[config.mk]
export PLATFORM = sky130hd
export DESIGN_NAME = base64_url_alphabet_encoder_flat
export DESIGN_NICKNAME = d
export VERILOG_FILES = /design/src/rtl/b64e_pkg.sv /design/src/rtl/b64e_ifs.sv /design/src/rtl/base64_url_alphabet_encoder.sv /design/src/rtl/b64e_front.sv /design/src/rtl/b64e_queue.sv /design/src/rtl/b64e_back.sv /design/src/flat_wrapper.sv
export SDC_FILE = /design/constraint.sdc
export NUM_CORES = 1
export LEC_CHECK = 0
export ABC_AREA = 1
export BUFFER_PORTS_ARGS = -buffer_cell sky130_fd_sc_hd__buf_2
export CAP_MARGIN = 20
export CORE_MARGIN = 5
export CORE_UTILIZATION = 50
export CTS_BUF_LIST = sky130_fd_sc_hd__clkbuf_8 sky130_fd_sc_hd__clkbuf_16
export DETAILED_ROUTE_END_ITERATION = 10
export GPL_TIMING_DRIVEN = 0
export PLACE_DENSITY = 0.64
export SYNTH_ARGS = -nofsm -noshare
export SYNTH_HDL_FRONTEND = slang
export SYNTH_SLANG_ARGS = --single-unit
[constraint.sdc]
create_clock -name i_clk -period 5.5 [get_ports i_clk]
set_input_delay 0.55 -clock i_clk [delete_from_list [all_inputs] [get_ports i_clk]]
set_output_delay 0.55 -clock i_clk [all_outputs]
set_load 0.02 [all_outputs]
[src/rtl/b64e_pkg.sv]
package b64e_pkg;

    localparam int B64E_QUEUE_DEPTH = 2;

    localparam logic [6:0] PAD_CHAR = 7'h3D;

    localparam logic [1:0] PAD_NONE = 2'd0;
    localparam logic [1:0] PAD_ONE  = 2'd1;
    localparam logic [1:0] PAD_TWO  = 2'd2;

    localparam logic [1:0] SEXTET_0 = 2'd0;
    localparam logic [1:0] SEXTET_1 = 2'd1;
    localparam logic [1:0] SEXTET_2 = 2'd2;
    localparam logic [1:0] SEXTET_3 = 2'd3;

    typedef struct packed {
        logic [7:0] byte_a;
        logic [7:0] byte_b;
        logic [7:0] byte_c;
        logic [1:0] pads;
        logic       last;
    } t_group;

    function automatic logic [6:0] sym_to_ascii(input logic [5:0] sym);
        logic [6:0] wide;
        wide = {1'b0, sym};
        if (sym < 6'd26) begin
            return 7'h41 + wide;
        end else if (sym < 6'd52) begin
            return 7'h61 + wide - 7'd26;
        end else if (sym < 6'd62) begin
            return 7'h30 + wide - 7'd52;
        end else if (sym == 6'd62) begin
            return 7'h2D;
        end else begin
            return 7'h5F;
        end
    endfunction

endpackage

[src/rtl/b64e_ifs.sv]
interface b64e_in_if;
    logic       valid;
    logic       ready;
    logic [7:0] in_byte;
    logic       end_of_message;

    modport source (output valid, output in_byte, output end_of_message, input ready);
    modport sink   (input valid, input in_byte, input end_of_message, output ready);
endinterface

interface b64e_out_if;
    logic       valid;
    logic       ready;
    logic [6:0] out_char;
    logic       last_char;

    modport source (output valid, output out_char, output last_char, input ready);
    modport sink   (input valid, input out_char, input last_char, output ready);
endinterface

[src/rtl/base64_url_alphabet_encoder.sv]
// Base64url encoder with '=' padding. Bytes enter on i_in, one per cycle while the group
// queue has room; o_out gives one ASCII character per cycle while groups are queued and the
// receiver is ready, the URL-safe alphabet with '-' and '_' for symbols 62 and 63, and
// last_char marks the final character of a message. Every third byte, or a final byte, yields
// four characters, so the single-character output port sets the sustained rate. The first
// character of a group is offered on o_out once the group has been written to the queue,
// loaded into the group register and its first character registered in the output register.
module base64_url_alphabet_encoder #(
    parameter int QUEUE_DEPTH = b64e_pkg::B64E_QUEUE_DEPTH
) (
    input  logic       i_clk,
    input  logic       i_rst_n,
    b64e_in_if.sink    i_in,
    b64e_out_if.source o_out
);
    import b64e_pkg::*;

    t_group push_group;
    t_group head_group;
    logic   push;
    logic   full;
    logic   pop;
    logic   empty;

    b64e_front u_front (
        .i_clk   (i_clk),
        .i_rst_n (i_rst_n),
        .i_in    (i_in),
        .i_full  (full),
        .o_push  (push),
        .o_group (push_group)
    );

    b64e_queue #(
        .DEPTH (QUEUE_DEPTH)
    ) u_queue (
        .i_clk   (i_clk),
        .i_rst_n (i_rst_n),
        .i_push  (push),
        .i_group (push_group),
        .o_full  (full),
        .i_pop   (pop),
        .o_empty (empty),
        .o_group (head_group)
    );

    b64e_back u_back (
        .i_clk   (i_clk),
        .i_rst_n (i_rst_n),
        .i_empty (empty),
        .i_group (head_group),
        .o_pop   (pop),
        .o_out   (o_out)
    );

endmodule

[src/rtl/b64e_front.sv]
module b64e_front (
    input  logic             i_clk,
    input  logic             i_rst_n,
    b64e_in_if.sink          i_in,
    input  logic             i_full,
    output logic             o_push,
    output b64e_pkg::t_group o_group
);
    import b64e_pkg::*;

    logic [1:0] r_cnt;
    logic [1:0] n_cnt;
    logic [7:0] r_held0;
    logic [7:0] n_held0;
    logic [7:0] r_held1;
    logic [7:0] n_held1;
    logic       accept;

    assign i_in.ready = !i_full;
    assign accept     = i_in.valid && !i_full;

    always_comb begin
        n_cnt   = r_cnt;
        n_held0 = r_held0;
        n_held1 = r_held1;
        o_push  = 1'b0;
        o_group = '0;
        if (accept) begin
            if (r_cnt[1]) begin
                o_push  = 1'b1;
                o_group = '{byte_a: r_held0, byte_b: r_held1, byte_c: i_in.in_byte,
                            pads: PAD_NONE, last: i_in.end_of_message};
                n_cnt   = 2'd0;
            end else if (i_in.end_of_message) begin
                o_push = 1'b1;
                if (r_cnt == 2'd0) begin
                    o_group = '{byte_a: i_in.in_byte, byte_b: 8'd0, byte_c: 8'd0,
                                pads: PAD_TWO, last: 1'b1};
                end else begin
                    o_group = '{byte_a: r_held0, byte_b: i_in.in_byte, byte_c: 8'd0,
                                pads: PAD_ONE, last: 1'b1};
                end
                n_cnt = 2'd0;
            end else begin
                if (r_cnt == 2'd0) begin
                    n_held0 = i_in.in_byte;
                end else begin
                    n_held1 = i_in.in_byte;
                end
                n_cnt = r_cnt + 2'd1;
            end
        end
    end

    always_ff @(posedge i_clk) begin
        if (!i_rst_n) begin
            r_cnt <= 2'd0;
        end else begin
            r_cnt <= n_cnt;
        end
    end

    always_ff @(posedge i_clk) begin
        r_held0 <= n_held0;
        r_held1 <= n_held1;
    end

endmodule

[src/rtl/b64e_queue.sv]
module b64e_queue #(
    parameter int DEPTH = b64e_pkg::B64E_QUEUE_DEPTH
) (
    input  logic             i_clk,
    input  logic             i_rst_n,
    input  logic             i_push,
    input  b64e_pkg::t_group i_group,
    output logic             o_full,
    input  logic             i_pop,
    output logic             o_empty,
    output b64e_pkg::t_group o_group
);
    import b64e_pkg::*;

    localparam int PTR_W = (DEPTH > 1) ? $clog2(DEPTH) : 1;
    localparam int CNT_W = $clog2(DEPTH + 1);
    localparam logic [CNT_W-1:0] FULL_CNT = CNT_W'(DEPTH);
    localparam logic [PTR_W-1:0] LAST_PTR = PTR_W'(DEPTH - 1);

    t_group             r_mem [DEPTH];
    logic [PTR_W-1:0]   r_wr;
    logic [PTR_W-1:0]   r_rd;
    logic [CNT_W-1:0]   r_cnt;
    logic               do_push;
    logic               do_pop;

    assign o_full  = (r_cnt == FULL_CNT);
    assign o_empty = (r_cnt == '0);
    assign o_group = r_mem[r_rd];
    assign do_push = i_push && !o_full;
    assign do_pop  = i_pop && !o_empty;

    always_ff @(posedge i_clk) begin
        if (do_push) begin
            r_mem[r_wr] <= i_group;
        end
    end

    always_ff @(posedge i_clk) begin
        if (!i_rst_n) begin
            r_wr  <= '0;
            r_rd  <= '0;
            r_cnt <= '0;
        end else begin
            if (do_push) begin
                r_wr <= (r_wr == LAST_PTR) ? '0 : r_wr + PTR_W'(1);
            end
            if (do_pop) begin
                r_rd <= (r_rd == LAST_PTR) ? '0 : r_rd + PTR_W'(1);
            end
            if (do_push && !do_pop) begin
                r_cnt <= r_cnt + CNT_W'(1);
            end else if (do_pop && !do_push) begin
                r_cnt <= r_cnt - CNT_W'(1);
            end
        end
    end

endmodule

[src/rtl/b64e_back.sv]
module b64e_back (
    input  logic             i_clk,
    input  logic             i_rst_n,
    input  logic             i_empty,
    input  b64e_pkg::t_group i_group,
    output logic             o_pop,
    b64e_out_if.source       o_out
);
    import b64e_pkg::*;

    t_group     r_grp;
    logic       r_busy;
    logic [1:0] r_idx;
    logic       r_valid;
    logic [6:0] r_char;
    logic       r_last;
    logic       load;
    logic       at_end;
    logic [5:0] sextet;
    logic [6:0] n_char;
    logic       n_last;

    assign load   = r_busy && (!r_valid || o_out.ready);
    assign at_end = (r_idx == SEXTET_3);
    assign o_pop  = !i_empty && (!r_busy || (load && at_end));

    always_comb begin
        n_last = 1'b0;
        unique case (r_idx)
            SEXTET_0: sextet = r_grp.byte_a[7:2];
            SEXTET_1: sextet = {r_grp.byte_a[1:0], r_grp.byte_b[7:4]};
            SEXTET_2: sextet = {r_grp.byte_b[3:0], r_grp.byte_c[7:6]};
            default:  sextet = r_grp.byte_c[5:0];
        endcase
        n_char = sym_to_ascii(sextet);
        if (r_idx == SEXTET_2 && r_grp.pads == PAD_TWO) begin
            n_char = PAD_CHAR;
        end
        if (at_end) begin
            n_last = r_grp.last;
            if (r_grp.pads != PAD_NONE) begin
                n_char = PAD_CHAR;
            end
        end
    end

    always_ff @(posedge i_clk) begin
        if (!i_rst_n) begin
            r_busy  <= 1'b0;
            r_idx   <= SEXTET_0;
            r_valid <= 1'b0;
        end else begin
            if (o_pop) begin
                r_busy <= 1'b1;
                r_idx  <= SEXTET_0;
            end else if (load && at_end) begin
                r_busy <= 1'b0;
            end else if (load) begin
                r_idx <= r_idx + 2'd1;
            end
            if (load) begin
                r_valid <= 1'b1;
            end else if (o_out.ready) begin
                r_valid <= 1'b0;
            end
        end
    end

    always_ff @(posedge i_clk) begin
        if (o_pop) begin
            r_grp <= i_group;
        end
        if (load) begin
            r_char <= n_char;
            r_last <= n_last;
        end
    end

    assign o_out.valid     = r_valid;
    assign o_out.out_char  = r_char;
    assign o_out.last_char = r_last;

endmodule

[src/flat_wrapper.sv]
// flat-port wrapper written by rule: the top's interface ports become plain ports
module base64_url_alphabet_encoder_flat import b64e_pkg::*;
#(
    parameter int QUEUE_DEPTH = b64e_pkg::B64E_QUEUE_DEPTH
)
  (i_clk, i_rst_n, i_in_valid, i_in_in_byte, i_in_end_of_message, i_in_ready, o_out_valid, o_out_out_char, o_out_last_char, o_out_ready);
  b64e_in_if i_in_i ();
  b64e_out_if o_out_i ();
  input  logic i_clk;
  input  logic i_rst_n;
  input wire logic [$bits(i_in_i.valid)-1:0] i_in_valid;
  input wire logic [$bits(i_in_i.in_byte)-1:0] i_in_in_byte;
  input wire logic [$bits(i_in_i.end_of_message)-1:0] i_in_end_of_message;
  output wire logic [$bits(i_in_i.ready)-1:0] i_in_ready;
  output wire logic [$bits(o_out_i.valid)-1:0] o_out_valid;
  output wire logic [$bits(o_out_i.out_char)-1:0] o_out_out_char;
  output wire logic [$bits(o_out_i.last_char)-1:0] o_out_last_char;
  input wire logic [$bits(o_out_i.ready)-1:0] o_out_ready;
  assign i_in_i.valid = i_in_valid;
  assign i_in_i.in_byte = i_in_in_byte;
  assign i_in_i.end_of_message = i_in_end_of_message;
  assign i_in_ready = i_in_i.ready;
  assign o_out_valid = o_out_i.valid;
  assign o_out_out_char = o_out_i.out_char;
  assign o_out_last_char = o_out_i.last_char;
  assign o_out_i.ready = o_out_ready;
  base64_url_alphabet_encoder #(.QUEUE_DEPTH(QUEUE_DEPTH)) u_core (.i_clk(i_clk), .i_rst_n(i_rst_n), .i_in(i_in_i), .o_out(o_out_i));
endmodule
==> impl_metrics.json <==
{
  "status": "completed",
  "htreeDepth": 4,
  "via_per_inst": 4.922,
  "required_ns": 5.88,
  "drc": 0,
  "max_freq_ghz": 0.3957,
  "grt_pass1_vias": 3282,
  "ys_seq_area_share_pct": 64.63,
  "syn_nets": 495,
  "power.internal_mw": 2.335,
  "cts_hold_buf": 0,
  "core_area_um2": 10230,
  "post_cts_buffers": 0,
  "synth_top_area_cell": "edfxtp_1",
  "nets": 538,
  "cpPeakStageDelay_ns": 0.69,
  "portBuffers": 22,
  "rsz0062_at_grt": "no",
  "critical_path_class": "reg -> reg",
  "skew_ns": 0.005113,
  "ir_drop_v": 0.0002826,
  "drt_iter0_markers": 242,
  "max_slew_margin_pct": 37.57,
  "crit_arrival_ns": 2.91,
  "reg2reg_from": "u_core.u_back.r_idx[1]",
  "timing.final.crit_share_pct": 45.95,
  "ys_seq_elements": 115,
  "detail-route-antenna-nets": 0,
  "drive_gt1_share_pct": 19.54,
  "io-pin-count": 23,
  "dr_wl_met3_um": 397,
  "final.min_clock_period_ns": 2.527,
  "final_area_um2": 6151,
  "yosys-top-cells-count": "nand2_1, edfxtp_1, inv_1",
  "antenna_found_initial": 0,
  "swShare_pct": 34.24,
  "synth_top_cells_by_area": "edfxtp_1, nand2_1, dfxtp_1, inv_1, ha_1",
  "max-cap-violations": 0,
  "wl_met1_mm": 3.942,
  "clk_pin_slew_ns": 0.06,
  "power_mw": 3.550,
  "worst_pin_slew_ns": 0.9365,
  "cp-start-kind": "register",
  "avgSynthCellArea_um2": 11.02,
  "p_per_area_nw_per_um2": 577.2,
  "dp_hpwl_mm": 6.626,
  "hold_start": "i_in_in_byte[0]",
  "synth-main-ff-cell": "edfxtp_1",
  "rows": 37,
  "netSwitchingPower_mw": 1.216,
  "syn_inst": 471,
  "vias": 3263,
  "maxSlewViolCount": 0,
  "wl_mm": 9.150,
  "synth_async_sr_flop_share_pct": 0,
  "p_seq_share_pct": 37.2,
  "clk_latency_ns": 0.50,
  "wl_per_cell_um": 13.80,
  "syn_to_final_growth_pct": 18.54,
  "diodes": 0,
  "die_x_um": 111.9,
  "route.top_layer_used": "met4",
  "initial_core_util_pct": 50.72,
  "combPwrFrac_pct": 31.7,
  "worstSetupEndpointType": "register",
  "numClockSinks": 115,
  "synth.cell_area_um2": 5189,
  "fill_cells": 825,
  "tns_ns": 0,
  "synth_most_common_cell": "nand2_1",
  "finalHoldViolations": 0,
  "root_buffer": "clkbuf_8",
  "place_area_um2": 5547,
  "ys_types": 35,
  "setup_violations": 0,
  "path_cells": "ha_1 -> a21oi_1 -> a21oi_4 -> inv_1 -> ha_1 -> a21oi_1 -> o21ai_0 -> o21ai_0 -> a21oi_1",
  "cts_tree": "built",
  "grtUsageTotal_pct": 15.45,
  "grt_pass1_wl_mm": 15.24,
  "clock_path_buffers": 2,
  "synth_edf_count": 105,
  "pwr-share-clk_pct": 31.0,
  "crit_start": "u_core.u_back.r_idx[1]",
  "hold_path_class": "in -> reg",
  "grt_max_degree": 32,
  "cp_common_cell": "a21oi_1",
  "die_h_um": 111.9,
  "drtPass1Iterations": 4,
  "cts-buffers-inserted": 17,
  "path_max_fanout": 31,
  "grt_overflow": 0,
  "cp_slowest_cell": "a21oi_4",
  "met2WireLength_mm": 4.636,
  "finalWeightedCongestion": 0.8195,
  "yosysWarnings": 0,
  "cts_resized": 0,
  "power.leakage_nw": 2.470,
  "dieArea_um2": 12510,
  "synth_top_area_share_pct": 60.77
}
==> power groups by stage <==
stage	sequential, mW	clock [mW]	combinational, mW
finish	1.32	1.10	1.13
global placement	1.34	0	1.08
detailed placement	1.34	0	1.13
global route	1.34	1.16	1.28
floorplan	1.37	0	0.811
CTS	1.32	1.12	1.14
==> per-stage QoR <==
stage	utilization [%]	std cells	setup slack, ns	hold slack, ns
after CTS	60.12	663	2.942	0.2276
final	60.12	663	2.973	0.2496
after global placement	53.45	629	1.601	0.4655
after floorplan	-	471	2.246	0.4567
after global routing	60.12	663	2.713	0.2288
after detailed placement	54.21	631	2.843	0.4816
==> registers in the layout, summed over array words and instances (netlist names) <==
| signal | count |
|---|---|
| u_core.u_queue.r_mem | 54 |
| u_core.u_back.o_out.last_char | 1 |
| u_core.u_back.o_out.out_char | 7 |
| u_core.u_back.r_busy | 1 |
| u_core.u_queue.r_rd | 1 |
| u_core.u_queue.r_wr | 1 |
| u_core.u_front.r_held0 | 8 |
| u_core.u_back.r_idx | 2 |
| u_core.u_front.r_cnt | 2 |
| u_core.u_queue.r_cnt | 2 |
| u_core.u_front.r_held1 | 8 |
| u_core.u_back.o_out.valid | 1 |
| u_core.u_back.r_grp | 27 |
==> cell type report <==
cell class                 count  area [um2]  share of cell area [%]
multi-input combinational    301        1634                   26.57
tap                          136       170.2                   2.766
buffer                         9       51.30                  0.8340
inverter                      46       172.7                   2.807
clock inverter                15       190.2                   3.092
sequential                   115        3353                   54.52
timing repair buffer          24       165.2                   2.685
clock buffer                  17       414.1                   6.733
==> worst max-delay path: cells and delay by family, from the launching register on <==
kind	cells	cell delay [ns]
compound gates	6	1.27
flops	1	0.41
fa+ha+maj	2	0.57
buf+inv	1	0.15
==> cells by family (layout without fill, tap and decap cells) <==
group           Yosys count  count (layout)  synth area share, %
compound gates           51              51                5.860
xor+xnor                  4               4               0.6751
fa+ha+maj                11              11                2.652
buf+inv                  55             111                4.316
flops                   115             115                64.62
simple gates            235             235                21.87
==> layout by cell type (no fill, tap or decap), types with 11 or more instances in the layout <==
master / count
nand3_1: 22
edfxtp_1: 105
ha_1: 11
inv_1: 39
nor2_1: 22
a21oi_1: 14
buf_2: 23
o21ai_0: 17
clkbuf_16: 16
nand2_1: 153
==> metal layers <==
layer,GRT usage (%),vias up
met3,4.457,16
met2,26.90,77
met1,17.79,1493
li1,-,1677
met5,0,-
met4,6.488,0
==> worst paths after layout <==
check / to / slack (ns) / depth (start not counted)
max: u_core.u_queue.r_cnt[1] / 2.97 / 9
max reg2reg: u_core.u_queue.r_cnt[1] / 2.97 / 9
min: u_core.u_front.r_held1[0] / 0.25 / 1
min reg2reg: u_core.u_back.o_out.valid / 0.49 / 2
(Power assumes the default switching activity.)
